==> src/design/tses_pkg.sv <==
// types and constants shared by the homing sequencer modules
package tses_pkg;

    // sequencer phases
    typedef enum logic [3:0] {
        PH_IDLE    = 4'd0,
        PH_VSEARCH = 4'd1,
        PH_HSEARCH = 4'd2,
        PH_BACKV   = 4'd3,
        PH_BACKH   = 4'd4,
        PH_SETTLE  = 4'd5,
        PH_TOUCHV  = 4'd6,
        PH_TOUCHH  = 4'd7,
        PH_RELEASE = 4'd8
    } t_phase;

    // status codes
    localparam logic [2:0] ST_IDLE     = 3'd0;
    localparam logic [2:0] ST_RUNNING  = 3'd1;
    localparam logic [2:0] ST_HOMED    = 3'd2;
    localparam logic [2:0] ST_NOTFOUND = 3'd3;
    localparam logic [2:0] ST_SKIPPED  = 3'd4;

    // input word kinds
    localparam logic KIND_TICK  = 1'b0;
    localparam logic KIND_START = 1'b1;

    // configuration register indexes
    localparam logic [2:0] CFG_FAST_PERIOD = 3'd0;
    localparam logic [2:0] CFG_SLOW_PERIOD = 3'd1;
    localparam logic [2:0] CFG_VERT_LIMIT  = 3'd2;
    localparam logic [2:0] CFG_HORZ_LIMIT  = 3'd3;
    localparam logic [2:0] CFG_BACKOFF     = 3'd4;
    localparam logic [2:0] CFG_TOUCH_LIMIT = 3'd5;
    localparam logic [2:0] CFG_SETTLE      = 3'd6;

    // configuration reset values
    localparam logic [15:0] RST_FAST_PERIOD = 16'd400;
    localparam logic [15:0] RST_SLOW_PERIOD = 16'd1000;
    localparam logic [15:0] RST_VERT_LIMIT  = 16'd1500;
    localparam logic [15:0] RST_HORZ_LIMIT  = 16'd1200;
    localparam logic [15:0] RST_BACKOFF     = 16'd30;
    localparam logic [15:0] RST_TOUCH_LIMIT = 16'd50;
    localparam logic [19:0] RST_SETTLE      = 20'd10000;

    // direction patterns
    localparam logic [5:0] DIR_IDLE    = 6'h00;
    localparam logic [5:0] DIR_HOME    = 6'h1F;
    localparam logic [5:0] DIR_BACKOFF = 6'h20;
    localparam logic [5:0] DIR_RELEASE = 6'h2F;

    localparam logic [5:0] ALL_CLOSED = 6'h3F;

    typedef struct packed {
        logic [15:0] fast_period;
        logic [15:0] slow_period;
        logic [15:0] vert_limit;
        logic [15:0] horz_limit;
        logic [15:0] backoff;
        logic [15:0] touch_limit;
        logic [19:0] settle;
    } t_cfg;

    typedef struct packed {
        t_phase      phase;
        logic [2:0]  slot_index;
        logic        vertical_found;
        logic        horizontal_found;
        logic        z_left_done;
        logic        z_right_done;
        logic [3:0]  vertical_move_mask;
        logic [2:0]  last_status;
    } t_ctrl;

    typedef struct packed {
        logic [2:0] status;
        logic       horizontal_enable_n;
        logic       vertical_enable_n;
        logic [5:0] dir_lines;
        logic [5:0] step_lines;
    } t_result;

endpackage

==> src/design/tses_next.sv <==
// next-state and result logic for one input word of the homing sequencer
module tses_next
    import tses_pkg::*;
#(
    parameter int COUNT_WIDTH = 16,
    parameter int TIMER_WIDTH = 20
) (
    input  logic                   i_kind,
    input  logic [5:0]             i_endstops,
    input  t_ctrl                  i_ctrl,
    input  logic [COUNT_WIDTH-1:0] i_step_count,
    input  logic [TIMER_WIDTH-1:0] i_slot_timer,
    input  t_cfg                   i_cfg,
    output t_ctrl                  o_ctrl,
    output logic [COUNT_WIDTH-1:0] o_step_count,
    output logic [TIMER_WIDTH-1:0] o_slot_timer,
    output t_result                o_result
);

    localparam int CMPW = (COUNT_WIDTH > 16) ? COUNT_WIDTH : 16;
    localparam int PW   = (TIMER_WIDTH > 20) ? TIMER_WIDTH : 20;
    localparam logic [CMPW-1:0] CNT_TOP = CMPW'((64'd1 << COUNT_WIDTH) - 64'd1);
    localparam logic [PW-1:0]   TMR_TOP = PW'((64'd1 << TIMER_WIDTH) - 64'd1);
    localparam logic [COUNT_WIDTH-1:0] CNT_MAX = {COUNT_WIDTH{1'b1}};
    // one decision per phase at most, plus the final step
    localparam int CHAIN = 10;

    function automatic logic reach_cur(input logic [COUNT_WIDTH-1:0] cnt,
                                       input logic [15:0] lim);
        logic [CMPW-1:0] l;
        l = CMPW'(lim);
        if (l > CNT_TOP) begin
            l = CNT_TOP;
        end
        return CMPW'(cnt) >= l;
    endfunction

    function automatic logic [TIMER_WIDTH-1:0] cap_tmr(input logic [PW-1:0] v);
        logic [PW-1:0] c;
        c = (v > TMR_TOP) ? TMR_TOP : v;
        return c[TIMER_WIDTH-1:0];
    endfunction

    function automatic logic [5:0] pattern(input t_phase ph, input logic [2:0] s,
                                           input logic [3:0] mask,
                                           input logic zl, input logic zr);
        logic [5:0] p;
        p = 6'h00;
        if (s != 3'd0) begin
            case (ph)
                PH_VSEARCH, PH_BACKV: begin
                    case (s)
                        3'd1:    p = 6'h01;
                        3'd2:    p = 6'h02;
                        3'd3:    p = 6'h04;
                        3'd4:    p = 6'h08;
                        default: p = 6'h00;
                    endcase
                end
                PH_HSEARCH, PH_BACKH: begin
                    case (s)
                        3'd1:    p = 6'h10;
                        3'd2:    p = 6'h20;
                        default: p = 6'h00;
                    endcase
                end
                PH_TOUCHV:  p = {2'b00, mask};
                PH_TOUCHH:  p = {~zl, ~zr, 4'b0000};
                PH_RELEASE: p = 6'h30;
                default:    p = 6'h00;
            endcase
        end
        return p;
    endfunction

    // per-word constants and compares against the current counters
    logic [TIMER_WIDTH-1:0] fast_cap, slow_cap, settle_cap;
    logic vr, hr, br, tr, vz, hz, bz, tz, s_cur, s_zero, cur_nz;

    always_comb begin
        fast_cap   = cap_tmr(PW'((i_cfg.fast_period == 16'd0) ? 16'd1 : i_cfg.fast_period));
        slow_cap   = cap_tmr(PW'((i_cfg.slow_period == 16'd0) ? 16'd1 : i_cfg.slow_period));
        settle_cap = cap_tmr(PW'(i_cfg.settle));
        vr = reach_cur(i_step_count, i_cfg.vert_limit);
        hr = reach_cur(i_step_count, i_cfg.horz_limit);
        br = reach_cur(i_step_count, i_cfg.backoff);
        tr = reach_cur(i_step_count, i_cfg.touch_limit);
        vz = (i_cfg.vert_limit == 16'd0);
        hz = (i_cfg.horz_limit == 16'd0);
        bz = (i_cfg.backoff == 16'd0);
        tz = (i_cfg.touch_limit == 16'd0);
        s_cur  = (i_slot_timer >= settle_cap);
        s_zero = (i_cfg.settle == 20'd0);
        cur_nz = (i_step_count != '0);
    end

    t_phase                 ph, nxt;
    logic [2:0]             slot, slots;
    logic                   vf, hf, zl, zr;
    logic [3:0]             mask;
    logic [2:0]             last;
    logic [TIMER_WIDTH-1:0] tmr, t1, per;
    logic [COUNT_WIDTH-1:0] cnt;
    logic                   fresh, busy, chg, fin, act_settle, act_pulse;
    logic [2:0]             fin_st;
    logic [5:0]             step;

    always_comb begin
        ph    = i_ctrl.phase;
        slot  = i_ctrl.slot_index;
        vf    = i_ctrl.vertical_found;
        hf    = i_ctrl.horizontal_found;
        zl    = i_ctrl.z_left_done;
        zr    = i_ctrl.z_right_done;
        mask  = i_ctrl.vertical_move_mask;
        last  = i_ctrl.last_status;
        tmr   = i_slot_timer;
        cnt   = i_step_count;
        fresh = 1'b0;
        busy  = 1'b1;
        chg   = 1'b0;
        fin   = 1'b0;
        fin_st = ST_IDLE;
        nxt   = PH_IDLE;
        act_settle = 1'b0;
        act_pulse  = 1'b0;
        step  = 6'h00;
        t1    = '0;
        per   = fast_cap;
        slots = 3'd2;

        if (i_kind == KIND_START) begin
            if (ph == PH_IDLE) begin
                if (i_endstops == ALL_CLOSED) begin
                    last = ST_SKIPPED;
                end else begin
                    vf   = |i_endstops[3:2];
                    hf   = 1'b0;
                    mask = 4'h0;
                    last = ST_RUNNING;
                    ph   = PH_VSEARCH;
                    slot = 3'd0;
                    tmr  = '0;
                    cnt  = '0;
                end
            end
            step = pattern(ph, slot, mask, zl, zr);
        end else begin
            // chain of start-of-step decisions, at most one per phase
            for (int i = 0; i < CHAIN; i++) begin
                if (busy) begin
                    chg = 1'b0;
                    fin = 1'b0;
                    if (ph == PH_IDLE) begin
                        busy = 1'b0;
                    end else if (ph == PH_SETTLE) begin
                        if (fresh ? s_zero : s_cur) begin
                            chg = 1'b1;
                            nxt = PH_TOUCHV;
                        end else begin
                            act_settle = 1'b1;
                            busy = 1'b0;
                        end
                    end else begin
                        if (slot == 3'd0 && tmr == '0) begin
                            case (ph)
                                PH_VSEARCH: begin
                                    if (vf || (fresh ? vz : vr)) begin
                                        chg = 1'b1;
                                    end else if (i_endstops[3:0] != 4'h0) begin
                                        vf  = 1'b1;
                                        chg = 1'b1;
                                    end
                                    nxt = PH_HSEARCH;
                                end
                                PH_HSEARCH: begin
                                    if (!fresh && cur_nz && i_endstops[5:4] != 2'b00) begin
                                        hf = 1'b1;
                                    end
                                    if (hf || (fresh ? hz : hr)) begin
                                        if (vf && hf) begin
                                            chg = 1'b1;
                                            nxt = PH_BACKV;
                                        end else begin
                                            fin    = 1'b1;
                                            fin_st = ST_NOTFOUND;
                                        end
                                    end
                                end
                                PH_BACKV: begin
                                    chg = fresh ? bz : br;
                                    nxt = PH_BACKH;
                                end
                                PH_BACKH: begin
                                    chg = fresh ? bz : br;
                                    nxt = PH_SETTLE;
                                end
                                PH_TOUCHV: begin
                                    if ((fresh ? tz : tr) || i_endstops[3:0] == 4'hF) begin
                                        chg = 1'b1;
                                    end else begin
                                        mask = ~i_endstops[3:0];
                                    end
                                    nxt = PH_TOUCHH;
                                end
                                PH_TOUCHH: begin
                                    if ((zl && zr) || (fresh ? tz : tr)) begin
                                        chg = 1'b1;
                                    end else begin
                                        if (i_endstops[4]) zl = 1'b1;
                                        if (i_endstops[5]) zr = 1'b1;
                                    end
                                    nxt = PH_RELEASE;
                                end
                                PH_RELEASE: begin
                                    if (!fresh && cur_nz) begin
                                        fin    = 1'b1;
                                        fin_st = ST_HOMED;
                                    end
                                end
                                default: begin
                                end
                            endcase
                        end
                        if (!chg && !fin) begin
                            act_pulse = 1'b1;
                            busy = 1'b0;
                        end
                    end
                    if (fin) begin
                        ph   = PH_IDLE;
                        slot = 3'd0;
                        tmr  = '0;
                        last = fin_st;
                    end else if (chg) begin
                        ph    = nxt;
                        slot  = 3'd0;
                        tmr   = '0;
                        cnt   = '0;
                        fresh = 1'b1;
                        if (nxt == PH_TOUCHH) begin
                            zl = 1'b0;
                            zr = 1'b0;
                        end
                    end
                end
            end

            // one tick spent in the phase the chain settled on
            if (act_settle) begin
                tmr = tmr + 1'b1;
            end else if (act_pulse) begin
                step = pattern(ph, slot, mask, zl, zr);
                per  = (ph >= PH_TOUCHV) ? slow_cap : fast_cap;
                case (ph)
                    PH_VSEARCH, PH_BACKV: slots = 3'd5;
                    PH_HSEARCH, PH_BACKH: slots = 3'd3;
                    default:              slots = 3'd2;
                endcase
                t1 = tmr + 1'b1;
                if (t1 >= per) begin
                    tmr = '0;
                    if (slot + 3'd1 >= slots) begin
                        slot = 3'd0;
                        if (cnt != CNT_MAX) begin
                            cnt = cnt + 1'b1;
                        end
                    end else begin
                        slot = slot + 3'd1;
                    end
                end else begin
                    tmr = t1;
                end
            end
        end
    end

    always_comb begin
        o_ctrl.phase              = ph;
        o_ctrl.slot_index         = slot;
        o_ctrl.vertical_found     = vf;
        o_ctrl.horizontal_found   = hf;
        o_ctrl.z_left_done        = zl;
        o_ctrl.z_right_done       = zr;
        o_ctrl.vertical_move_mask = mask;
        o_ctrl.last_status        = last;
        o_step_count = cnt;
        o_slot_timer = tmr;

        o_result.step_lines = step;
        case (ph)
            PH_IDLE:            o_result.dir_lines = DIR_IDLE;
            PH_BACKV, PH_BACKH: o_result.dir_lines = DIR_BACKOFF;
            PH_RELEASE:         o_result.dir_lines = DIR_RELEASE;
            default:            o_result.dir_lines = DIR_HOME;
        endcase
        o_result.vertical_enable_n   = (ph == PH_IDLE);
        o_result.horizontal_enable_n = (ph == PH_IDLE);
        o_result.status              = (ph == PH_IDLE) ? last : ST_RUNNING;
    end

endmodule

==> src/design/two_stage_endstop_homing_sequencer_core.sv <==
// top level of the two-stage end-switch homing sequencer
// Homes four vertical and two horizontal steppers against six end switches. Each input
// word is either a one-microsecond tick carrying the switch levels (tuser 0) or a start
// command (tuser 1), and each input word yields exactly one output word with the step and
// direction pins, the two active-low driver enables and the status. One word is taken
// every clock cycle while the result register is free or being emptied; each word passes
// from the input register through the combinational next-state logic into the result
// register, which drives the output. Configuration writes take effect at once
// and are meant for while the sequencer is idle with no word in flight.
module two_stage_endstop_homing_sequencer_core
    import tses_pkg::*;
#(
    parameter int COUNT_WIDTH = 16,
    parameter int TIMER_WIDTH = 20
) (
    input  logic        i_clk,
    input  logic        i_rst_n,
    // configuration write port
    input  logic        i_cfg_we,
    input  logic [2:0]  i_cfg_index,
    input  logic [19:0] i_cfg_wdata,
    // input words
    input  logic        s_axis_tvalid,
    output logic        s_axis_tready,
    input  logic [7:0]  s_axis_tdata,  // [5:0] endstops, [7:6] zero
    input  logic [0:0]  s_axis_tuser,  // [0] kind
    // output words
    output logic        m_axis_tvalid,
    input  logic        m_axis_tready,
    output logic [23:0] m_axis_tdata   // [5:0] step_lines, [11:6] dir_lines,
                                       // [12] vertical_enable_n, [13] horizontal_enable_n,
                                       // [16:14] status, [23:17] zero
);

    // configuration registers
    t_cfg r_cfg;

    always_ff @(posedge i_clk) begin
        if (!i_rst_n) begin
            r_cfg.fast_period <= RST_FAST_PERIOD;
            r_cfg.slow_period <= RST_SLOW_PERIOD;
            r_cfg.vert_limit  <= RST_VERT_LIMIT;
            r_cfg.horz_limit  <= RST_HORZ_LIMIT;
            r_cfg.backoff     <= RST_BACKOFF;
            r_cfg.touch_limit <= RST_TOUCH_LIMIT;
            r_cfg.settle      <= RST_SETTLE;
        end else if (i_cfg_we) begin
            case (i_cfg_index)
                CFG_FAST_PERIOD: r_cfg.fast_period <= i_cfg_wdata[15:0];
                CFG_SLOW_PERIOD: r_cfg.slow_period <= i_cfg_wdata[15:0];
                CFG_VERT_LIMIT:  r_cfg.vert_limit  <= i_cfg_wdata[15:0];
                CFG_HORZ_LIMIT:  r_cfg.horz_limit  <= i_cfg_wdata[15:0];
                CFG_BACKOFF:     r_cfg.backoff     <= i_cfg_wdata[15:0];
                CFG_TOUCH_LIMIT: r_cfg.touch_limit <= i_cfg_wdata[15:0];
                CFG_SETTLE:      r_cfg.settle      <= i_cfg_wdata;
                default: begin
                    // unused index, write dropped
                end
            endcase
        end
    end

    // input register
    logic       r_in_valid;
    logic       r_in_kind;
    logic [5:0] r_in_sw;
    // result register
    logic       r_out_valid;
    t_result    r_out;
    // sequencer state
    t_ctrl                  r_ctrl;
    logic [COUNT_WIDTH-1:0] r_step_count;
    logic [TIMER_WIDTH-1:0] r_slot_timer;

    t_ctrl                  n_ctrl;
    logic [COUNT_WIDTH-1:0] n_step_count;
    logic [TIMER_WIDTH-1:0] n_slot_timer;
    t_result                n_out;

    logic advance;

    // a held word moves into the result register whenever that register is free or
    // being emptied this cycle, so the input side keeps flowing while the sink is ready
    assign advance       = r_in_valid && (!r_out_valid || m_axis_tready);
    assign s_axis_tready = !r_in_valid || advance;

    always_ff @(posedge i_clk) begin
        if (!i_rst_n) begin
            r_in_valid <= 1'b0;
        end else if (s_axis_tready) begin
            r_in_valid <= s_axis_tvalid;
        end
    end

    always_ff @(posedge i_clk) begin
        if (s_axis_tready && s_axis_tvalid) begin
            r_in_kind <= s_axis_tuser[0];
            r_in_sw   <= s_axis_tdata[5:0];
        end
    end

    tses_next #(
        .COUNT_WIDTH (COUNT_WIDTH),
        .TIMER_WIDTH (TIMER_WIDTH)
    ) u_next (
        .i_kind       (r_in_kind),
        .i_endstops   (r_in_sw),
        .i_ctrl       (r_ctrl),
        .i_step_count (r_step_count),
        .i_slot_timer (r_slot_timer),
        .i_cfg        (r_cfg),
        .o_ctrl       (n_ctrl),
        .o_step_count (n_step_count),
        .o_slot_timer (n_slot_timer),
        .o_result     (n_out)
    );

    // state advances exactly once per word, as it is handed to the result register
    always_ff @(posedge i_clk) begin
        if (!i_rst_n) begin
            r_ctrl.phase              <= PH_IDLE;
            r_ctrl.slot_index         <= 3'd0;
            r_ctrl.vertical_found     <= 1'b0;
            r_ctrl.horizontal_found   <= 1'b0;
            r_ctrl.z_left_done        <= 1'b0;
            r_ctrl.z_right_done       <= 1'b0;
            r_ctrl.vertical_move_mask <= 4'h0;
            r_ctrl.last_status        <= ST_IDLE;
            r_step_count              <= '0;
            r_slot_timer              <= '0;
            r_out_valid               <= 1'b0;
        end else begin
            if (advance) begin
                r_ctrl       <= n_ctrl;
                r_step_count <= n_step_count;
                r_slot_timer <= n_slot_timer;
                r_out_valid  <= 1'b1;
            end else if (m_axis_tready) begin
                r_out_valid  <= 1'b0;
            end
        end
    end

    always_ff @(posedge i_clk) begin
        if (advance) begin
            r_out <= n_out;
        end
    end

    assign m_axis_tvalid = r_out_valid;
    assign m_axis_tdata  = {7'b0000000, r_out.status, r_out.horizontal_enable_n,
                            r_out.vertical_enable_n, r_out.dir_lines, r_out.step_lines};

endmodule
==> config.mk <==
export PLATFORM = sky130hd
export DESIGN_NAME = two_stage_endstop_homing_sequencer_core
export DESIGN_NICKNAME = d
export VERILOG_FILES = /design/src/design/tses_pkg.sv /design/src/design/tses_next.sv /design/src/design/two_stage_endstop_homing_sequencer_core.sv
export SDC_FILE = /design/constraint.sdc
export NUM_CORES = 1
export LEC_CHECK = 0
export ABC_AREA = 1
export BUFFER_PORTS_ARGS = -buffer_cell sky130_fd_sc_hd__buf_4
export CAP_MARGIN = 40
export CORE_MARGIN = 2
export CORE_UTILIZATION = 52
export CTS_BUF_LIST = sky130_fd_sc_hd__clkbuf_4 sky130_fd_sc_hd__clkbuf_8
export DETAILED_ROUTE_END_ITERATION = 12
export GPL_TIMING_DRIVEN = 0
export MAX_ROUTING_LAYER = met4
export PLACE_DENSITY = 0.83
export SLEW_MARGIN = 20
export SYNTH_ARGS = -nofsm -noshare
export SYNTH_HDL_FRONTEND = slang
export SYNTH_SLANG_ARGS = --single-unit
==> constraint.sdc <==
create_clock -name i_clk -period 8.6 [get_ports i_clk]
set_input_delay 1.72 -clock i_clk [delete_from_list [all_inputs] [get_ports i_clk]]
set_output_delay 1.72 -clock i_clk [all_outputs]
set_load 0.005 [all_outputs]
==> flow_summary.html <==
<table>
<tr><th>Metric</th><th>Value</th></tr>
<tr><th colspan="2">Status</th></tr>
<tr><td>Outcome</td><td>complete, but fails checks</td></tr>
<tr><td>Violated checks</td><td>setup timing</td></tr>
<tr><th colspan="2">Synthesis</th></tr>
<tr><td>Portion of the post-synthesis area used by sequential elements</td><td>28.0%</td></tr>
<tr><td>Summed instance area of the synthesized netlist</td><td>14400 um2</td></tr>
<tr><td>Area contributors post-synth</td><td>dfxtp_1 (24%), nand2_1 (13%), ha_1 (9.5%)</td></tr>
<tr><td>Cell type with the largest total area after synthesis</td><td>dfxtp_1</td></tr>
<tr><td>Area share of the largest cell type after synthesis</td><td>23.8%</td></tr>
<tr><td>Most instantiated library cell after synthesis</td><td>nand2_1</td></tr>
<tr><td>XOR/XNOR share of the synthesized area</td><td>1.03%</td></tr>
<tr><td>Post-synthesis compound-gate area fraction</td><td>18.6%</td></tr>
<tr><td>Number of distinct standard cells referenced by the synthesized netlist</td><td>59</td></tr>
<tr><td>Share of synthesized cell area in full adder, half adder and majority cells</td><td>9.53%</td></tr>
<tr><td>Average cell area after synthesis</td><td>6.47 um2</td></tr>
<tr><td>Number of enable-type register cells in the synthesized netlist</td><td>20</td></tr>
<tr><td>Number of flip-flops and latches in the synthesized netlist</td><td>192</td></tr>
<tr><td>Top_reg_cell synth</td><td>dfxtp_1</td></tr>
<tr><td>Most frequent cells after synthesis</td><td>nand2_1 (508), inv_1 (259), nor2_1 (231)</td></tr>
<tr><td>Basic-gate share of the synthesized area counting and, or, nand and nor cells</td><td>32.1%</td></tr>
<tr><td>Fraction of synthesized area in multiplexers</td><td>0%</td></tr>
<tr><td>Largest family of logic cells by synthesized area</td><td>simple AND/OR/NAND/NOR gates</td></tr>
<tr><td>Synthesized instance count</td><td>2233</td></tr>
<tr><td>Ys async rst share</td><td>0%</td></tr>
<tr><td>Ys Warns</td><td>0</td></tr>
<tr><th colspan="2">Power and ir drop</th></tr>
<tr><td>Post-layout power</td><td>2.33 mW</td></tr>
<tr><td>P per Cell Area</td><td>124 nW/um2</td></tr>
<tr><td>Leakage power</td><td>8.32 nW</td></tr>
<tr><td>Maximum resistive drop on vdd</td><td>0.102 mV</td></tr>
<tr><th colspan="2">CTS</th></tr>
<tr><td>Clock tree root driver cell</td><td>clkbuf_8</td></tr>
<tr><td>Clock net sink count</td><td>192</td></tr>
<tr><td>H-tree lvl count</td><td>4</td></tr>
<tr><td>TritonCTS Buffers</td><td>17</td></tr>
<tr><td>CTS tree</td><td>yes</td></tr>
<tr><td>Clock network latency to the later pin of the worst-skew pair</td><td>490 ps</td></tr>
<tr><td>Clk slew on worst S/H paths</td><td>110 ps</td></tr>
<tr><td>Maximum clock insertion buffer count</td><td>2</td></tr>
<tr><th colspan="2">Final layout</th></tr>
<tr><td>Area taken by flip-flops and latches</td><td>4140 um2</td></tr>
<tr><td>Diode insertion count for antenna repair</td><td>0</td></tr>
<tr><td>Filler instances</td><td>2232</td></tr>
<tr><td>Multi-input gate area in the final layout</td><td>10600 um2</td></tr>
<tr><td>Layout area overhead</td><td>29.5%</td></tr>
<tr><td>Nets</td><td>2581</td></tr>
<tr><td>Share of final-layout standard cells stronger than drive strength 1</td><td>27.6%</td></tr>
<tr><th colspan="2">Global routing</th></tr>
<tr><td>Wire length of the first global-routing pass</td><td>79.7 mm</td></tr>
<tr><td>Via count of the first global-routing pass</td><td>15600</td></tr>
<tr><td>GRT Total Usage</td><td>35.8%</td></tr>
<tr><td>Maximum number of pins on one net before global-route repair</td><td>20</td></tr>
<tr><td>Number of antenna violations at the first check in global routing</td><td>0</td></tr>
<tr><td>Overflow after GRT</td><td>0</td></tr>
<tr><th colspan="2">Timing</th></tr>
<tr><td>Period Utilization, post-route</td><td>128%</td></tr>
<tr><td>Number of pins with negative max-slew slack in the final report</td><td>0</td></tr>
<tr><td>Number of failing hold endpoints at the final stage</td><td>0</td></tr>
<tr><td>RSZ-0062 raised after global routing</td><td>true</td></tr>
<tr><td>Minimum setup slack in the final design</td><td>-2380 ps</td></tr>
<tr><td>Transition time at the pin with the least slew margin</td><td>900 ps</td></tr>
<tr><td>Setup_tns</td><td>-89520 ps</td></tr>
<tr><td>Slew headroom</td><td>40.0%</td></tr>
<tr><td>Worst clock skew on the final layout</td><td>32.1 ps</td></tr>
<tr><td>Minimum clock period after layout</td><td>10980 ps</td></tr>
<tr><td># setup viols final</td><td>55</td></tr>
<tr><td>Max Clk Rate</td><td>0.0911 GHz</td></tr>
<tr><th colspan="2">Critical path</th></tr>
<tr><td>Nature of the critical path endpoint</td><td>flip-flop</td></tr>
<tr><td>Worst reg-to-reg path cell count</td><td>91</td></tr>
<tr><td>Critical path startpoint category</td><td>flip-flop</td></tr>
<tr><td>Critical register-to-register path endpoint</td><td>r_step_count[8]</td></tr>
<tr><td>Cell occurring most often along the worst timing path</td><td>nand2_1</td></tr>
<tr><td>Critical Path Fanout Max</td><td>6</td></tr>
<tr><td>Slowest cell on the critical path</td><td>dfxtp_4</td></tr>
<tr><td>Endpoint arrival time on the critical path</td><td>11370 ps</td></tr>
<tr><td>Levels on crit path</td><td>91</td></tr>
<tr><td>Worst path buffer plus inverter count</td><td>11</td></tr>
<tr><td>Type of the setup path with the least slack</td><td>flip-flop to flip-flop</td></tr>
<tr><td>CP Data Required Time</td><td>8990 ps</td></tr>
<tr><td>Crit path from</td><td>r_step_count[3]</td></tr>
<tr><td>Top cell family by delay on the critical path</td><td>simple AND/OR/NAND/NOR gates</td></tr>
<tr><td>Register-to-register setup slack</td><td>-2380 ps</td></tr>
<tr><td>Capturing instance or port of the critical path</td><td>r_step_count[8]</td></tr>
<tr><td>Slowest cell delay on critical path</td><td>470 ps</td></tr>
<tr><td>Worst flop-to-flop path startpoint</td><td>r_step_count[3]</td></tr>
<tr><th colspan="2">Flow run</th></tr>
<tr><td>Max-cap violation count</td><td>0</td></tr>
<tr><th colspan="2">Drt</th></tr>
<tr><td>Routed wire length</td><td>53.3 mm</td></tr>
<tr><td>Total via count in the routed design</td><td>16900</td></tr>
<tr><td>ANT nets after route</td><td>0</td></tr>
<tr><td>Remaining design rule violation count</td><td>0</td></tr>
<tr><td>Number of search-and-repair iterations in the first detailed-routing pass</td><td>7</td></tr>
<tr><td>Via/cell ratio</td><td>5.97</td></tr>
<tr><td>Routed WL per cell</td><td>18.9 um</td></tr>
<tr><td>Number of design-rule violations left by the first detailed-router iteration</td><td>1810</td></tr>
<tr><th colspan="2">Place</th></tr>
<tr><td>Routability congestion estimate from global placement</td><td>0.979</td></tr>
<tr><td>Port buffer count</td><td>52</td></tr>
<tr><td>Half-perimeter wire length after placement</td><td>37.1 mm</td></tr>
<tr><th colspan="2">Die</th></tr>
<tr><td>Area of the die</td><td>29100 um2</td></tr>
<tr><td>Row count</td><td>61</td></tr>
<tr><td>Initial Util</td><td>52.4%</td></tr>
<tr><td>Horizontal extent of the die</td><td>171 um</td></tr>
<tr><td>Vertical die dimension</td><td>171 um</td></tr>
<tr><td>Core Region</td><td>27600 um2</td></tr>
<tr><td>I/O Pins</td><td>63</td></tr>
<tr><th colspan="2">Min path</th></tr>
<tr><td>Class of the most critical hold timing path</td><td>flip-flop to flip-flop</td></tr>
</table>
through the flow:
stage	instances	setup slack [ps]	utilization [%]	hold slack, ps	cell area [um2]
2_1_floorplan	2239	-212	-	443	14700
3_3_place_gp	2669	-2600	56.6	451	15600
3_5_place_dp	2670	-2700	56.6	457	15600
4_1_cts	2785	-1710	64.0	473	17600
5_1_grt	2824	-2920	67.9	511	18700
6_report	2824	-2380	67.9	475	18700
layout by cell type (no fill, tap or decap), types with 6 or more instances in the layout:
cell type / n
nor2_1: 194
clkbuf_1: 56
nand4_1: 44
nor4_1: 20
nand2_2: 77
o21ai_2: 11
o211ai_1: 38
nor3_1: 17
buf_4: 168
clkbuf_8: 20
inv_6: 6
a21oi_1: 174
inv_2: 52
dfxtp_2: 25
nand2_8: 12
o21ai_1: 35
dfxtp_1: 130
nand2_1: 412
dfxtp_4: 17
a21oi_2: 26
o31ai_1: 7
buf_6: 18
nand3_4: 10
edfxtp_1: 20
a31oi_1: 9
nand3_1: 103
nand3b_1: 6
xor2_1: 14
ha_1: 80
ha_4: 29
nor2_4: 32
nand2_4: 40
inv_1: 236
conb_1: 7
nand3_2: 36
inv_4: 9
o21ai_0: 132
nor2_2: 27
per-layer routing:
layer	part of all wire, %	GRT usage (%)	wire (um)	vias up
met4	7.3	21.7	3880	0
met1	38	42.2	20000	7706
met2	45	58.0	24200	1031
li1	-	-	-	7827
met5	0	-	0	-
met3	9.7	4.88	5180	304
tightest hold or removal path, cell delays in order (launching register included):
cell and delay (ps):
dfxtp_1 330, nand2_1 60, a21oi_1 50
state kept, by name, indices dropped and copies added (netlist names):
signal and count:
r_cfg 116, r_step_count 16, r_in_valid 1, r_in_kind 1, m_axis_tvalid 1, r_in_sw 6, r_slot_timer 20, r_ctrl 18
m_axis_tdata 13
logic make-up (layout without fill, tap and decap cells):
| group | after synthesis | after routing |
|---|---|---|
| simple gates | 1048 | 1048 |
| compound gates | 479 | 479 |
| buf+inv | 386 | 593 |
| flops | 192 | 192 |
| fa+ha+maj | 110 | 110 |
| xor+xnor | 17 | 17 |
| other cells | 1 | 7 |
where the power goes:
group | internal [mW] | switching [mW]
sequential | 0.931 | 0.0223
clock | 0.228 | 0.377
combinational | 0.262 | 0.506
timing repair:
action,4_1_cts,5_1_grt
cloned,1,0
hold buffers,0,0
setup buffers,83,43
gates resized for setup,256,188
pin swaps,101,113
endpoints found under the setup margin,55,59
final cells by class:
type                            count  area share (%)
Clock buffer                       19            1.40
Buffer                             78            2.24
Clock inverter                     12           0.669
Sequential cell                   192            22.1
Tap cell                          378            2.53
Inverter                          308            6.57
Timing Repair Buffer              176            7.68
Multi-Input combinational cell   1661            56.8
worst min-delay path by stage:
stage | from | end | slack (ps) | cells past startpoint
floorplan | r_cfg[92] | r_cfg[92] | 440 | 2
global placement | r_slot_timer[0] | r_slot_timer[0] | 450 | 2
detailed placement | r_slot_timer[0] | r_slot_timer[0] | 460 | 2
CTS | r_slot_timer[0] | r_slot_timer[0] | 470 | 2
global route | r_slot_timer[13] | r_slot_timer[13] | 510 | 2
finish | r_slot_timer[0] | r_slot_timer[0] | 480 | 2
Power figures use the tool's default switching activity.
